### config.mk
export PLATFORM = sky130hd
export DESIGN_NAME = rle_pixel_run_expander
export DESIGN_NICKNAME = d
export VERILOG_FILES = /design/src/hdl/rpe_pkg.sv /design/src/hdl/rpe_front.sv /design/src/hdl/rpe_expand.sv /design/src/hdl/rpe_out_queue.sv /design/src/hdl/rle_pixel_run_expander.sv
export SDC_FILE = /design/constraint.sdc
export NUM_CORES = 1
export LEC_CHECK = 0
export BUFFER_PORTS_ARGS = -buffer_cell sky130_fd_sc_hd__buf_2
export CAP_MARGIN = 20
export CORE_ASPECT_RATIO = 0.5
export CORE_MARGIN = 2
export CORE_UTILIZATION = 54
export CTS_CLUSTER_DIAMETER = 100
export DETAILED_ROUTE_END_ITERATION = 10
export PLACE_DENSITY = 0.74
export SYNTH_ARGS = -nofsm -noshare
export SYNTH_HDL_FRONTEND = slang
export SYNTH_SLANG_ARGS = --single-unit
### constraint.sdc
create_clock -name i_clk -period 6.55 [get_ports i_clk]
set_input_delay 1.31 -clock i_clk [delete_from_list [all_inputs] [get_ports i_clk]]
set_output_delay 1.31 -clock i_clk [all_outputs]
set_load 0.005 [all_outputs]
### src/hdl/rpe_pkg.sv
package rpe_pkg;

    // Run byte layout
    localparam int LEN_BITS = 7;

    // Results emitted per byte at most; further in-frame pixels only advance
    localparam int CNT_BITS    = 7;
    localparam int MAX_RESULTS = 64;

    // Configuration register indexes
    localparam int CFG_IDX_BITS = 2;
    localparam logic [CFG_IDX_BITS-1:0] REG_FRAME_WIDTH  = 2'd0;
    localparam logic [CFG_IDX_BITS-1:0] REG_FRAME_HEIGHT = 2'd1;
    localparam logic [CFG_IDX_BITS-1:0] REG_ROW_ORIGIN   = 2'd2;

    // Configuration reset values
    localparam int RST_FRAME_WIDTH  = 240;
    localparam int RST_FRAME_HEIGHT = 180;
    localparam int RST_ROW_ORIGIN   = 250;

    // Grey levels
    localparam logic [7:0] GREY_BLACK = 8'h00;
    localparam logic [7:0] GREY_WHITE = 8'hFF;

    // Decoded run command, front to back
    typedef struct packed {
        logic                white;
        logic [LEN_BITS-1:0] len;
    } t_cmd;

    typedef enum logic {
        ST_IDLE,
        ST_RUN
    } t_state;

endpackage

### src/hdl/rpe_front.sv
module rpe_front (
    input  logic          i_clk,
    input  logic          i_rst_n,
    input  logic          i_push,
    input  logic [7:0]    i_run_byte,
    output logic          o_full,
    output logic          o_cmd_valid,
    output rpe_pkg::t_cmd o_cmd,
    input  logic          i_cmd_pop
);

    rpe_pkg::t_cmd r_mem [2];
    rpe_pkg::t_cmd w_dec;
    logic          r_wptr;
    logic          r_rptr;
    logic [1:0]    r_cnt;
    logic [1:0]    n_cnt;
    logic          w_wr;
    logic          w_rd;

    // Split the byte into pixel value and run length
    assign w_dec.white = i_run_byte[7];
    assign w_dec.len   = i_run_byte[rpe_pkg::LEN_BITS-1:0];

    assign o_full      = (r_cnt == 2'd2);
    assign o_cmd_valid = (r_cnt != 2'd0);
    assign o_cmd       = r_mem[r_rptr];

    assign w_wr = i_push && !o_full;
    assign w_rd = i_cmd_pop && o_cmd_valid;

    always_comb begin
        n_cnt = r_cnt;
        if (w_wr && !w_rd) begin
            n_cnt = r_cnt + 2'd1;
        end else if (!w_wr && w_rd) begin
            n_cnt = r_cnt - 2'd1;
        end
    end

    always_ff @(posedge i_clk) begin
        if (!i_rst_n) begin
            r_wptr <= 1'b0;
            r_rptr <= 1'b0;
            r_cnt  <= 2'd0;
        end else begin
            if (w_wr) begin
                r_wptr <= ~r_wptr;
            end
            if (w_rd) begin
                r_rptr <= ~r_rptr;
            end
            r_cnt <= n_cnt;
        end
    end

    always_ff @(posedge i_clk) begin
        if (w_wr) begin
            r_mem[r_wptr] <= w_dec;
        end
    end

endmodule

### src/hdl/rpe_expand.sv
module rpe_expand #(
    parameter int COORD_BITS = 10,
    parameter int RES_W      = 2 * COORD_BITS + 11
) (
    input  logic                  i_clk,
    input  logic                  i_rst_n,
    input  logic [COORD_BITS-1:0] i_frame_width,
    input  logic [COORD_BITS-1:0] i_frame_height,
    input  logic [COORD_BITS-1:0] i_row_origin,
    input  logic                  i_cmd_valid,
    input  rpe_pkg::t_cmd         i_cmd,
    output logic                  o_cmd_pop,
    input  logic                  i_out_full,
    output logic                  o_res_push,
    output logic [RES_W-1:0]      o_res_data,
    output logic                  o_busy
);

    rpe_pkg::t_state r_state, n_state;
    logic [COORD_BITS-1:0] r_col, n_col;
    logic [COORD_BITS-1:0] r_row, n_row;
    logic [rpe_pkg::LEN_BITS-1:0] r_left, n_left;
    logic [rpe_pkg::CNT_BITS-1:0] r_emitted, n_emitted;
    logic r_white, n_white;
    logic [COORD_BITS-1:0] r_pend_col, n_pend_col;
    logic [COORD_BITS:0]   r_pend_row, n_pend_row;
    logic                  r_pend_white, n_pend_white;

    logic [COORD_BITS:0]   w_col_inc;
    logic                  w_wrap;
    logic [COORD_BITS-1:0] w_col_step;
    logic [COORD_BITS-1:0] w_row_step;
    logic                  w_done_after;
    logic                  w_last_pix;
    logic                  w_emitting;
    logic                  w_hold_last;
    logic [COORD_BITS:0]   w_scr_row;
    logic                  w_step;
    logic                  w_want_push;

    assign w_col_inc    = {1'b0, r_col} + {{COORD_BITS{1'b0}}, 1'b1};
    assign w_wrap       = (w_col_inc >= {1'b0, i_frame_width});
    assign w_col_step   = w_wrap ? '0 : w_col_inc[COORD_BITS-1:0];
    assign w_row_step   = w_wrap ? (r_row + COORD_BITS'(1)) : r_row;
    assign w_done_after = (w_row_step >= i_frame_height);
    assign w_last_pix   = (r_left == rpe_pkg::LEN_BITS'(1)) || w_done_after;
    assign w_emitting   = (r_emitted != rpe_pkg::CNT_BITS'(rpe_pkg::MAX_RESULTS));
    assign w_hold_last  = (r_emitted == rpe_pkg::CNT_BITS'(rpe_pkg::MAX_RESULTS - 1))
                          && !w_last_pix;
    assign w_scr_row    = {1'b0, i_row_origin} - {1'b0, r_row};

    assign o_busy     = (r_state == rpe_pkg::ST_RUN);
    assign o_res_push = w_want_push && !i_out_full;

    always_comb begin
        n_state      = r_state;
        n_col        = r_col;
        n_row        = r_row;
        n_left       = r_left;
        n_emitted    = r_emitted;
        n_white      = r_white;
        n_pend_col   = r_pend_col;
        n_pend_row   = r_pend_row;
        n_pend_white = r_pend_white;
        o_cmd_pop    = 1'b0;
        w_want_push  = 1'b0;
        w_step       = 1'b0;
        o_res_data   = {r_col, w_scr_row,
                        r_white ? rpe_pkg::GREY_WHITE : rpe_pkg::GREY_BLACK,
                        w_last_pix, w_last_pix && w_done_after};
        case (r_state)
            rpe_pkg::ST_IDLE: begin
                if (i_cmd_valid) begin
                    o_cmd_pop = 1'b1;
                    if (r_row >= i_frame_height) begin
                        // frame already complete: drop the byte, restart
                        n_col = '0;
                        n_row = '0;
                    end else if (i_cmd.len != '0) begin
                        n_state   = rpe_pkg::ST_RUN;
                        n_left    = i_cmd.len;
                        n_emitted = '0;
                        n_white   = i_cmd.white;
                    end
                end
            end
            rpe_pkg::ST_RUN: begin
                if (w_emitting && !w_hold_last) begin
                    w_want_push = 1'b1;
                    w_step      = !i_out_full;
                end else if (w_emitting) begin
                    // last result slot: hold it until the run settles its flags
                    n_pend_col   = r_col;
                    n_pend_row   = w_scr_row;
                    n_pend_white = r_white;
                    w_step       = 1'b1;
                end else begin
                    o_res_data = {r_pend_col, r_pend_row,
                                  r_pend_white ? rpe_pkg::GREY_WHITE : rpe_pkg::GREY_BLACK,
                                  1'b1, w_done_after};
                    if (w_last_pix) begin
                        w_want_push = 1'b1;
                        w_step      = !i_out_full;
                    end else begin
                        w_step = 1'b1;
                    end
                end
                if (w_step) begin
                    n_col  = w_col_step;
                    n_row  = w_row_step;
                    n_left = r_left - rpe_pkg::LEN_BITS'(1);
                    if (w_emitting) begin
                        n_emitted = r_emitted + rpe_pkg::CNT_BITS'(1);
                    end
                    if (w_last_pix) begin
                        n_state = rpe_pkg::ST_IDLE;
                        if (w_done_after) begin
                            n_col = '0;
                            n_row = '0;
                        end
                    end
                end
            end
            default: begin
                n_state = rpe_pkg::ST_IDLE;
            end
        endcase
    end

    always_ff @(posedge i_clk) begin
        if (!i_rst_n) begin
            r_state <= rpe_pkg::ST_IDLE;
            r_col   <= '0;
            r_row   <= '0;
        end else begin
            r_state <= n_state;
            r_col   <= n_col;
            r_row   <= n_row;
        end
    end

    always_ff @(posedge i_clk) begin
        r_left       <= n_left;
        r_emitted    <= n_emitted;
        r_white      <= n_white;
        r_pend_col   <= n_pend_col;
        r_pend_row   <= n_pend_row;
        r_pend_white <= n_pend_white;
    end

endmodule

### src/hdl/rpe_out_queue.sv
module rpe_out_queue #(
    parameter int WIDTH = 31
) (
    input  logic             i_clk,
    input  logic             i_rst_n,
    input  logic             i_push,
    input  logic [WIDTH-1:0] i_data,
    output logic             o_full,
    output logic             o_empty,
    input  logic             i_pop,
    output logic [WIDTH-1:0] o_data
);

    logic [WIDTH-1:0] r_mem [2];
    logic             r_wptr;
    logic             r_rptr;
    logic [1:0]       r_cnt;
    logic [1:0]       n_cnt;
    logic             w_wr;
    logic             w_rd;

    assign o_full  = (r_cnt == 2'd2);
    assign o_empty = (r_cnt == 2'd0);
    assign o_data  = r_mem[r_rptr];

    assign w_wr = i_push && !o_full;
    assign w_rd = i_pop && !o_empty;

    always_comb begin
        n_cnt = r_cnt;
        if (w_wr && !w_rd) begin
            n_cnt = r_cnt + 2'd1;
        end else if (!w_wr && w_rd) begin
            n_cnt = r_cnt - 2'd1;
        end
    end

    always_ff @(posedge i_clk) begin
        if (!i_rst_n) begin
            r_wptr <= 1'b0;
            r_rptr <= 1'b0;
            r_cnt  <= 2'd0;
        end else begin
            if (w_wr) begin
                r_wptr <= ~r_wptr;
            end
            if (w_rd) begin
                r_rptr <= ~r_rptr;
            end
            r_cnt <= n_cnt;
        end
    end

    always_ff @(posedge i_clk) begin
        if (w_wr) begin
            r_mem[r_wptr] <= i_data;
        end
    end

endmodule

### src/hdl/rle_pixel_run_expander.sv
// Channel   | Direction | Handshake        | Payload
// ----------+-----------+------------------+-------------------------------------------
// run input | in        | push / full      | i_run_byte
// pixels    | out       | empty / pop      | o_pixel_column, o_screen_row, o_pixel_value,
//           |           |                  | o_run_last, o_frame_last
// config    | in        | i_cfg_we         | i_cfg_idx, i_cfg_wdata
//
// For a byte with run length N the expander pops the command, then walks N pixels, one
// per cycle unless the result queue is full (fewer when the frame ends first). A zero length
// byte, or one that finds the row already at or past the frame height, is only popped.
// Reset is synchronous, active low: clear queues and counters, load 240 x 180, origin 250.
// Either side may stall: two-entry queues before and after the expander absorb the
// transactions, and the expander holds a pixel while the result queue is full.
module rle_pixel_run_expander #(
    parameter int COORD_BITS = 10
) (
    input  logic                                  i_clk,
    input  logic                                  i_rst_n,
    // run input
    input  logic                                  push,
    output logic                                  full,
    input  logic [7:0]                            i_run_byte,
    // pixel results
    output logic                                  empty,
    input  logic                                  pop,
    output logic [COORD_BITS-1:0]                 o_pixel_column,
    output logic signed [COORD_BITS:0]            o_screen_row,
    output logic [7:0]                            o_pixel_value,
    output logic                                  o_run_last,
    output logic                                  o_frame_last,
    // configuration
    input  logic                                  i_cfg_we,
    input  logic [rpe_pkg::CFG_IDX_BITS-1:0]      i_cfg_idx,
    input  logic [COORD_BITS-1:0]                 i_cfg_wdata
);

    // column, screen row, grey level, run_last, frame_last
    localparam int RES_W = COORD_BITS + (COORD_BITS + 1) + 8 + 2;

    logic [COORD_BITS-1:0] r_frame_width;
    logic [COORD_BITS-1:0] r_frame_height;
    logic [COORD_BITS-1:0] r_row_origin;

    logic          w_cmd_valid;
    rpe_pkg::t_cmd w_cmd;
    logic          w_cmd_pop;
    logic          w_out_full;
    logic          w_res_push;
    logic [RES_W-1:0] w_res_data;
    logic [RES_W-1:0] w_out_data;
    logic          w_busy;

    // Configuration registers; writes to an unused index are dropped
    always_ff @(posedge i_clk) begin
        if (!i_rst_n) begin
            r_frame_width  <= COORD_BITS'(rpe_pkg::RST_FRAME_WIDTH);
            r_frame_height <= COORD_BITS'(rpe_pkg::RST_FRAME_HEIGHT);
            r_row_origin   <= COORD_BITS'(rpe_pkg::RST_ROW_ORIGIN);
        end else if (i_cfg_we) begin
            case (i_cfg_idx)
                rpe_pkg::REG_FRAME_WIDTH:  r_frame_width  <= i_cfg_wdata;
                rpe_pkg::REG_FRAME_HEIGHT: r_frame_height <= i_cfg_wdata;
                rpe_pkg::REG_ROW_ORIGIN:   r_row_origin   <= i_cfg_wdata;
                default: begin
                end
            endcase
        end
    end

    // Front: accept and decode run bytes into a short command queue
    rpe_front u_front (
        .i_clk       (i_clk),
        .i_rst_n     (i_rst_n),
        .i_push      (push),
        .i_run_byte  (i_run_byte),
        .o_full      (full),
        .o_cmd_valid (w_cmd_valid),
        .o_cmd       (w_cmd),
        .i_cmd_pop   (w_cmd_pop)
    );

    // Back: walk the frame counters one pixel per cycle unless the result queue is full
    rpe_expand #(
        .COORD_BITS (COORD_BITS),
        .RES_W      (RES_W)
    ) u_expand (
        .i_clk          (i_clk),
        .i_rst_n        (i_rst_n),
        .i_frame_width  (r_frame_width),
        .i_frame_height (r_frame_height),
        .i_row_origin   (r_row_origin),
        .i_cmd_valid    (w_cmd_valid),
        .i_cmd          (w_cmd),
        .o_cmd_pop      (w_cmd_pop),
        .i_out_full     (w_out_full),
        .o_res_push     (w_res_push),
        .o_res_data     (w_res_data),
        .o_busy         (w_busy)
    );

    // Result queue decouples the consumer from the expander
    rpe_out_queue #(
        .WIDTH (RES_W)
    ) u_out_queue (
        .i_clk   (i_clk),
        .i_rst_n (i_rst_n),
        .i_push  (w_res_push),
        .i_data  (w_res_data),
        .o_full  (w_out_full),
        .o_empty (empty),
        .i_pop   (pop),
        .o_data  (w_out_data)
    );

    // Unpack the oldest result
    assign o_pixel_column = w_out_data[RES_W-1 -: COORD_BITS];
    assign o_screen_row   = w_out_data[RES_W-COORD_BITS-1 -: COORD_BITS+1];
    assign o_pixel_value  = w_out_data[9:2];
    assign o_run_last     = w_out_data[1];
    assign o_frame_last   = w_out_data[0];

`ifndef NO_ASSERTIONS
    // Never push a pixel into a full result queue
    a_no_overflow: assert property (@(posedge i_clk) disable iff (!i_rst_n)
        w_res_push |-> !w_out_full)
        else $error("result pushed while result queue full");

    // Pixels come only from a run in progress
    a_push_busy: assert property (@(posedge i_clk) disable iff (!i_rst_n)
        w_res_push |-> w_busy)
        else $error("result pushed while expander idle");

    // A new command is taken only once the previous run is finished
    a_pop_idle: assert property (@(posedge i_clk) disable iff (!i_rst_n)
        w_cmd_pop |-> !w_busy)
        else $error("command popped during a run");
`endif

endmodule
**After elaboration in Yosys (flattened, before gate mapping)**

Memories as Yosys holds them, arrays and structs flattened. A register that Yosys moved wholly into a read port is not among the register bits.
Cells that the tools add are included.
W data, S select, Z words.

- Register bits: 96
- Bits in writable memories: 78
- Bits of input ports: 25
- Logic and storage cells: 144
- Memories: 2

- Magnitude comparators: 3
- Add/subtract/negate cells: 9
- Muxes and demuxes: 56
- Bitwise logic cells: 7
- Reduce and logical (&&, ||, !) cells: 36
- Equality and inequality tests: 13

Memories:

| memory | words | bits a word | rd ports | clocked after memory_dff | write ports | RTL line | source |
|---|---|---|---|---|---|---|---|
| u_out_queue.r_mem | 2 | 31 | 1 | 1 | 1 | rpe_out_queue.sv:14 | `logic [WIDTH-1:0] r_mem [2];` |
| u_front.r_mem | 2 | 8 | 1 | 1 | 1 | rpe_front.sv:12 | `rpe_pkg::t_cmd r_mem [2];` |

Operators with widths:

| operator | number |
|---|---|
| $mux W10 | 10 |
| $mux W31 | 3 |
| $mux W7 | 9 |
| $pmux W10 S2 | 2 |
| $pmux W7 S2 | 2 |
| $mux W1 | 23 |
| $ge A10 B10 Y1 | 2 |
| $mux W8 | 2 |
| $logic_and A1 B1 Y1 | 12 |
| $add A10 B1 Y11 const B | 1 |
| $ge A11 B10 Y1 | 1 |
| $sub A10 B10 Y11 | 1 |
| $add A10 B1 Y10 const B | 1 |
| $logic_not A1 Y1 | 9 |
| $mux W2 | 4 |
| $ne A2 B2 Y1 const B | 4 |
| $reduce_and A4 Y1 | 2 |
| $add A7 B1 Y7 const B | 1 |
| $eq A7 B1 Y1 const B | 1 |
| $eq A7 B6 Y1 const B | 1 |
| $ne A7 B7 Y1 const B | 1 |
| $not A1 Y1 | 7 |
| $reduce_bool A7 Y1 | 1 |
| $sub A7 B1 Y7 const B | 1 |
| other kinds (12) | 23 |

**Longest topological paths before layout**

Gate-level depths: netlist (run 1).

- Depth in word-level cells: 17
- Depth in mapped cells: 23
- Mapped depth without buffers: 21

**Modules after synthesis**

A second synthesis (run 1) with hierarchy kept.

- Cells, all modules: 740
- Area total of the unflattened synthesis: 8740.9 µm²

Modules (own cells, without submodules):

| module | cells each | area each (µm²) | instances |
|---|---|---|---|
| rpe_expand | 449 | 4261.6 | 1 |
| rpe_out_queue | 121 | 2459.9 | 1 |
| rle_pixel_run_expander | 119 | 1213.7 | 1 |
| rpe_front | 51 | 805.8 | 1 |

**Worst setup path before layout (run 1)**

OpenSTA, ideal clock, no wires.

- Path type: reg-to-reg
- Start: register u_expand.r_col[0]
- End: memory u_out_queue.r_mem[0][0], enable pin
- Period minus slack after synthesis: 5378 ps
- Stages on the path, launching flop included: 19
- Arrival: 4970 ps
- Buffers on the path: 1
- Required time: 6142 ps
- Setup slack: 1172 ps
- Library setup time: 408 ps
- Cell sequence: dfxtp_1 ha_1 nand3_1 nor3_1 xor2_1 ha_1 a211oi_1 o21ai_0 o221ai_1 nand2_1 clkbuf_1 xnor2_1 ha_1 nand2b_4 a211oi_2 o21ai_1 a21oi_1 a311oi_1 nor2b_1

- Word-level cells in the longest chain between the ends: 15

RTL lines:

| element | RTL line | source |
|---|---|---|
| from (decl) | rpe_expand.sv:20 | `logic [COORD_BITS-1:0] r_col, n_col;` |
| from (signal assigned) | rpe_expand.sv:137 | `r_col <= n_col;` |
| $add A10 B1 Y11 * | rpe_expand.sv:41 | `assign w_col_inc = {1'b0, r_col} + {{COORD_BITS{1'b0}}, 1'b1};` |
| $ge A11 B10 Y1 * | rpe_expand.sv:42 | `assign w_wrap = (w_col_inc >= {1'b0, i_frame_width});` |
| $mux W10 * | rpe_expand.sv:44 | `assign w_row_step = w_wrap ? (r_row + COORD_BITS'(1)) : r_row;` |
| $ge A10 B10 Y1 * | rpe_expand.sv:45 | `assign w_done_after = (w_row_step >= i_frame_height);` |
| $logic_or A1 B1 Y1 * | rpe_expand.sv:46 | `assign w_last_pix = (r_left == rpe_pkg::LEN_BITS'(1)) \|\| w_done_after;` |
| $logic_not A1 Y1 | rpe_expand.sv:49 | `&& !w_last_pix;` |
| $logic_and A1 B1 Y1 | rpe_expand.sv:49 |  |
| $logic_not A1 Y1 | rpe_expand.sv:88 | `if (w_emitting && !w_hold_last) begin` |
| $logic_and A1 B1 Y1 | rpe_expand.sv:88 |  |
| $mux W1 * | rpe_expand.sv:88 |  |
| $mux W1 * | rpe_expand.sv:71 | `case (r_state)` |
| $logic_and A1 B1 Y1 * | rpe_expand.sv:53 | `assign o_res_push = w_want_push && !i_out_full;` |
| $logic_and A1 B1 Y1 * | rpe_out_queue.sv:26 | `assign w_wr = i_push && !o_full;` |
| named net u_out_queue.w_wr | rpe_out_queue.sv:19 | `logic w_wr;` |
| $mux W1 * | rpe_out_queue.sv:55 | `if (w_wr) begin` |
| $mux W1 (not written as such) * | rpe_out_queue.sv:56 | `r_mem[r_wptr] <= i_data;` |
| to (decl) | rpe_out_queue.sv:14 |  |

The timed path passes the listed nets; every way through them passes the cells marked *.

**Worst setup path in the final report (run 1)**

- Start: register u_expand.r_col[0]
- End: register u_out_queue.r_cnt[1]

- Word-level cells in the longest chain between the ends: 16

RTL lines:

| element | RTL line | source |
|---|---|---|
| $add A10 B1 Y11 * | rpe_expand.sv:41 |  |
| $ge A11 B10 Y1 * | rpe_expand.sv:42 |  |
| $mux W10 * | rpe_expand.sv:44 |  |
| $ge A10 B10 Y1 * | rpe_expand.sv:45 |  |
| $logic_or A1 B1 Y1 * | rpe_expand.sv:46 |  |
| $logic_not A1 Y1 | rpe_expand.sv:49 |  |
| $logic_and A1 B1 Y1 | rpe_expand.sv:49 |  |
| $logic_not A1 Y1 | rpe_expand.sv:88 |  |
| $logic_and A1 B1 Y1 | rpe_expand.sv:88 |  |
| $mux W1 * | rpe_expand.sv:88 |  |
| $mux W1 * | rpe_expand.sv:71 |  |
| $logic_and A1 B1 Y1 * | rpe_expand.sv:53 |  |
| $logic_and A1 B1 Y1 * | rpe_out_queue.sv:26 |  |
| named net u_out_queue.w_wr | rpe_out_queue.sv:19 |  |
| $logic_not A1 Y1 | rpe_out_queue.sv:33 | `end else if (!w_wr && w_rd) begin` |
| $logic_and A1 B1 Y1 | rpe_out_queue.sv:33 |  |
| $reduce_bool A2 Y1 (no line) | - |  |
| to (signal assigned) | rpe_out_queue.sv:50 | `r_cnt <= n_cnt;` |
| to (decl) | rpe_out_queue.sv:17 | `logic [1:0] r_cnt;` |

Marks and branches as above.
A chain may end at the register's enable or synchronous reset.

==> results of run 1 <==
==> power groups by stage <==
stage	logic (mW)	clock network [mW]	registers [mW]
3_3_place_gp	0.644	0	1.44
6_report	0.691	1.02	1.42
5_1_grt	0.775	1.07	1.44
4_1_cts	0.673	1.02	1.43
3_5_place_dp	0.662	0	1.45
2_1_floorplan	0.510	0	1.39
==> tightest hold or removal path, cell delays in order (launching register included) <==
cell     delay (ps)
dfxtp_1         310
nand2_1          50
a21oi_1          50
==> flip-flops by register name (all words and copies together), names as in the netlist, 2 cells and up, named ones only <==
register             cells
r_row_origin            10
u_expand.r_left          7
u_front.r_cnt            2
u_expand.r_pend_col     10
u_expand.r_pend_row     11
r_frame_width           10
u_expand.r_col          10
u_expand.r_row          10
r_frame_height          10
u_expand.r_emitted       7
u_out_queue.r_cnt        2
u_front.r_mem           16
u_out_queue.r_mem       48
==> cell type report <==
cell class	instances	share of cell area, %
clock inverters	14	1.908
flip-flops and latches	162	47.01
repair buffers	65	4.258
multi-input cells	480	37.27
inverters	50	2.074
clock buffers	18	4.742
well taps	198	2.737
==> layout by cell type, fill, tap and decap left out, types with 4 or more instances in the layout <==
master and n:
edfxtp_1 101, nand2_1 82, dfxtp_1 61, buf_2 57, inv_1 50, ha_1 48, mux2_2 45, a21oi_1 42
o21ai_0 39, nor2_1 29, xnor2_1 22, nand3_1 19, xor2_1 17, clkbuf_16 17, nor3_1 13, o31ai_1 11
and3_1 9, o211ai_1 9, or3_1 8, mux2i_1 7, nor2b_1 6, a211oi_1 6, o21ai_1 6, buf_4 6
a21boi_0 5, a31oi_1 5, nand4_1 5, nor4_1 5, a41oi_1 4, inv_6 4
==> kinds of logic after synthesis <==
group / count (synthesis) / share of synthesized area [%]
buffers and inverters: 83 / 4.303
AND/OR/NAND/NOR: 196 / 11.75
multiplexers: 52 / 7.239
flip-flops: 162 / 53.39
XOR/XNOR: 39 / 4.287
AO/OA/AOI/OAI: 144 / 11.24
adder cells (fa/ha/maj): 49 / 7.789
==> metal layers <==
metal  part of all wire (%)  wire [um]
met1                     48       7727
met3                    4.3        695
met2                     47       7660
met5                      0          0
met4                   0.95        155
==> metrics by stage <==
stage          area (sq um)  cells  setup slack, ps  hold slack, ps
4_1_cts                8995    985            852.9           460.2
5_1_grt                9050    987            183.0           477.4
3_5_place_dp           8393    953            929.4           449.4
3_3_place_gp           8393    953             1132           446.1
6_report               9050    987            762.3           456.5
2_1_floorplan          7968    725             1172           402.9
==> final timing paths <==
kind,start,endpoint
worst min register to register,r_frame_height[9]$_SDFFE_PN0P_,r_frame_height[9]$_SDFFE_PN0P_
worst min-delay path,r_frame_height[9]$_SDFFE_PN0P_,r_frame_height[9]$_SDFFE_PN0P_
worst max-delay path,u_expand.r_col[0]$_SDFFE_PN0P_,u_out_queue.r_cnt[1]$_SDFFE_PN0P_
worst max register to register,u_expand.r_col[0]$_SDFFE_PN0P_,u_out_queue.r_cnt[1]$_SDFFE_PN0P_
==> results.json, run 1 <==
{
  "rsz0062_at_grt": "no",
  "synth_top_area_cell": "edfxtp_1",
  "reg2reg_depth": 19,
  "drc": 0,
  "comb_power_share_pct": 22.1,
  "avgSynthCellArea_sq_um": 10.99,
  "post_synth_instance_area_sq_um": 7968,
  "async_flop_share_pct": 0,
  "ys_types": 52,
  "clk_latency_ps": 420,
  "cts_tree": "yes",
  "finClkSkew_ps": 9.692,
  "fill_cells": 1148,
  "io_buffers": 57,
  "vdd_drop_max_mv": 0.2019,
  "cellLeakagePower_nw": 3.510,
  "p_total_mw": 3.123,
  "synth_flop_cell": "edfxtp_1",
  "finalWirelength_um": 16240,
  "path_cells": "ha_1 -> nand3_1 -> nor3_1 -> xor2_1 -> ha_1 -> a211oi_1 -> o21ai_0 -> o221ai_1 -> nand2_1 -> xnor2_1 -> ha_1 -> nand2b_4 -> a211oi_2 -> o21ai_1 -> a21oi_1 -> a311oi_1 -> ha_1 -> or3_1 -> a21oi_1",
  "grt_max_degree": 29,
  "wl_per_cell_um": 16.45,
  "crit_path_end_kind": "flop",
  "grt-ovfl-total": 0,
  "drtIter0Drc": 444,
  "cts_setup_buffers": 0,
  "seq_power_share_pct": 45.3,
  "worstPathMaxFanout": 26,
  "internal_power_mw": 2.187,
  "synth_area_leaders": "edfxtp_1 (38%), dfxtp_1 (15%), ha_1 (7.5%), mux2_2 (6.4%), nand2_1 (3.9%)",
  "cts_max_level": 4,
  "finalSetupViolations": 0,
  "coreArea_sq_um": 14430,
  "clock.fmax_mhz": 172.8,
  "grt_pass1_vias": 5416,
  "hold_viol_final": 0,
  "tightestPinTransition_ps": 1017,
  "cts_sinks": 162,
  "drtPass1Iterations": 5,
  "synth_most_common_cell": "edfxtp_1",
  "maxCapViolCount": 0,
  "relSlewSlack_pct": 32.22,
  "final_antenna_net_count": 0,
  "cts-root-buf": "clkbuf_16",
  "grtUsageTotal_pct": 21.55,
  "syn_to_final_growth_pct": 13.58,
  "grt_use_met3_pct": 4.357,
  "dieArea_sq_um": 15800,
  "met1_usage_pct": 29.28,
  "crit_buf_inv": 0,
  "netlist_instances": 725,
  "power_density_nw_per_um2": 345.1,
  "antennaDiodeCount": 0,
  "ys_warn_count": 0,
  "postSynthNetCount": 799,
  "hpwl_um": 11250,
  "post-route-util_pct": 62.72,
  "placement_rows": 31,
  "synth-edff-count": 101,
  "path_delay_family": "compound AO/OA/AOI/OAI gates",
  "worstSetupPathDepth": 19,
  "critPathKind": "reg2reg",
  "num-nets-final": 850,
  "clk_pin_slew_ps": 60,
  "multi_input_area_sq_um": 3373,
  "critPathRequiredTime_ps": 6900,
  "hold_path_class": "reg2reg",
  "crit_slowest_cell": "nand2_1",
  "die_y_um": 89.89,
  "viasPerCell": 5.531,
  "status": "finished, final reports clean",
  "gp_congestion": 0.8941,
  "cts_max_path_buffers": 2,
  "busiest_layer": "met2",
  "grt_pass1_wl_um": 26980,
  "grt_use_met2_pct": 35.30,
  "synth_common_cells": "edfxtp_1 (101), nand2_1 (82), dfxtp_1 (61)",
  "cts_buffers": 17,
  "sw_frac_of_total_pct": 29.95,
  "cpMostUsedCell": "ha_1",
  "cts_resized": 0,
  "vias": 5459,
  "worstSetupStartpointType": "flop",
  "drive_gt1_share_pct": 18.88,
  "synth_top_cell_area_share_pct": 38.07,
  "clockPowerShare_pct": 32.5,
  "cts.hold.buffers_added": 0,
  "layout_min_cycle_time_ps": 5788,
  "p_sw_mw": 0.9355,
  "ys_seq_area_share_pct": 53.39,
  "seqCellArea_sq_um": 4254,
  "cp_slowest_stage_delay_ps": 520,
  "drv_slew": 0,
  "die_w_um": 175.8,
  "fin_tns_setup_ps": 0,
  "yosys_register_bits": 162,
  "whs_path_depth": 2,
  "ios": 58,
  "antenna_found_initial": 0,
  "arrival_ps": 6140,
  "post-route-period-util_pct": 88.36,
  "start_util_pct": 55.22,
  "r2r_setup_slack_ps": 760
}
Power figures use the tool's default switching activity.
==> inputs of run 2 (changes only) <==
==> constraint.sdc (replaced) <==
create_clock -name i_clk -period 6.1 [get_ports i_clk]
set_input_delay 1.22 -clock i_clk [delete_from_list [all_inputs] [get_ports i_clk]]
set_output_delay 1.22 -clock i_clk [all_outputs]
set_load 0.005 [all_outputs]
==> run 2 against run 1 <==
Net effect:
- hold slack is essentially flat
- clock skew up 3.3 ps
- clock power barely moved
- global-route usage is 0.20 points lower
- first-iteration DRC count shrank 29%
- setup slack got worse by 150 ps
- power grew 5.5%
==> results.json, run 2 (synthesis gave the netlist of run 1 again) <==
{
  "maxCapViolCount": 0,
  "critPathKind": "reg2reg",
  "place_area_sq_um": 8408,
  "finalSetupViolations": 0,
  "num-nets-final": 852,
  "cellLeakagePower_nw": 3.497,
  "ios": 58,
  "hpwl_um": 11290,
  "tightestPinTransition_ps": 982.3,
  "gp_congestion": 0.8789,
  "hold_viol_final": 0,
  "drv_slew": 0,
  "cts_tree": "yes",
  "layout_commonest_cell": "edfxtp_1",
  "viasPerCell": 5.509,
  "grt-ovfl-total": 0,
  "r2r_setup_slack_ps": 610,
  "relSlewSlack_pct": 34.51,
  "grt_max_degree": 29,
  "status": "finished, final reports clean",
  "cts_resized": 0,
  "top_register": "u_out_queue.r_mem",
  "clk_latency_ps": 420,
  "wl_per_cell_um": 16.12,
  "cts_setup_buffers": 0,
  "post-route-util_pct": 62.66,
  "placement_rows": 31,
  "final_antenna_net_count": 0,
  "coreArea_sq_um": 14430,
  "fill_cells": 1149,
  "clk_pin_slew_ps": 60,
  "die_w_um": 175.8,
  "drtPass1Iterations": 5,
  "cts_max_level": 4,
  "cts_sinks": 162,
  "finClkSkew_ps": 12.95,
  "finish.instance_area_sq_um": 9041,
  "critPathRequiredTime_ps": 6450,
  "power_density_nw_per_um2": 364.3,
  "die_y_um": 89.89,
  "fin_tns_setup_ps": 0,
  "worstSetupStartpointType": "flop",
  "drtIter0Drc": 317,
  "vias": 5448,
  "layout_min_cycle_time_ps": 5490,
  "worstPathMaxFanout": 19,
  "crit_path_end_kind": "flop",
  "io_buffers": 57,
  "cts.hold.buffers_added": 0,
  "hold_path_class": "reg2reg",
  "finalWirelength_um": 15940,
  "post-route-period-util_pct": 90.00,
  "arrival_ps": 5840,
  "drive_gt1_share_pct": 19.09,
  "cts-root-buf": "clkbuf_16",
  "mostFrequentLayoutCells": "edfxtp_1 (101), nand2_1 (82), dfxtp_1 (61)",
  "clock.fmax_mhz": 182.1,
  "drc": 0,
  "antenna_found_initial": 0,
  "vdd_drop_max_mv": 0.2156,
  "largest_reg_flops": 48,
  "grtUsageTotal_pct": 21.35,
  "grt_pass1_wl_um": 26910,
  "cts_buffers": 17,
  "syn_to_final_growth_pct": 13.47,
  "grt_pass1_vias": 5544,
  "fin_hold_ws_ps": 456.7,
  "dieArea_sq_um": 15800,
  "top_regs": "u_out_queue.r_mem: 48 flops, u_front.r_mem: 16 flops, u_expand.r_pend_row: 11 flops",
  "rsz0062_at_grt": "no",
  "p_total_mw": 3.294,
  "antennaDiodeCount": 0,
  "cts_max_path_buffers": 2,
  "start_util_pct": 55.22
}
==> run 2: worst max-delay path, cell delays in order (launching register included) <==
cell,delay [ps]
dfxtp_1,450
ha_1,290
nand3_1,160
nor3_1,400
xor2_1,210
ha_1,280
a211oi_1,250
o21ai_0,120
o221ai_1,190
nand2_1,390
nand3_1,330
xnor2_1,110
ha_1,300
nand4_1,120
a21oi_1,180
a21oi_1,90
buf_4,170
a311oi_1,490
ha_1,360
or3_1,370
a21oi_1,140
==> run 2: path summary, 6_finish.rpt <==
kind	startpoint	end	cells after the start
worst max-delay path	u_expand.r_col[0]$_SDFFE_PN0P_	u_out_queue.r_cnt[1]$_SDFFE_PN0P_	20
worst min-delay path	r_frame_height[1]$_SDFFE_PN0P_	r_frame_height[1]$_SDFFE_PN0P_	2
worst min register to register	r_frame_height[1]$_SDFFE_PN0P_	r_frame_height[1]$_SDFFE_PN0P_	2
worst max register to register	u_expand.r_col[0]$_SDFFE_PN0P_	u_out_queue.r_cnt[1]$_SDFFE_PN0P_	20
==> run 2: area by class of cell <==
cell class	count	area (sq um)	share of cell area [%]
multi-input cells	480	3373	37.31
well taps	198	247.7	2.740
flip-flops and latches	162	4254	47.05
inverters	50	187.7	2.076
repair buffers	67	400.4	4.428
clock inverters	14	148.9	1.647
clock buffers	18	429.2	4.747
==> run 2: routing by layer <==
metal	global-route usage, %	wire length, um	share of wire, %
met1	28.93	7632	48
met2	34.68	7408	46
met3	4.357	701	4.4
met4	6.818	196	1.2
met5	0	0	0
==> run 2: stage by stage <==
step	worst slack [ps]	instances
after floorplan	722.0	725
after global placement	892.0	955
after detailed placement	704.4	955
after CTS	652.0	987
after global routing	176.8	989
final	609.8	989
==> run 2: report_power, final <==
part / internal, mW / switching [mW]
clock: 0.575 / 0.461
sequential: 1.40 / 0.123
combinational: 0.333 / 0.404
total: 2.31 / 0.988
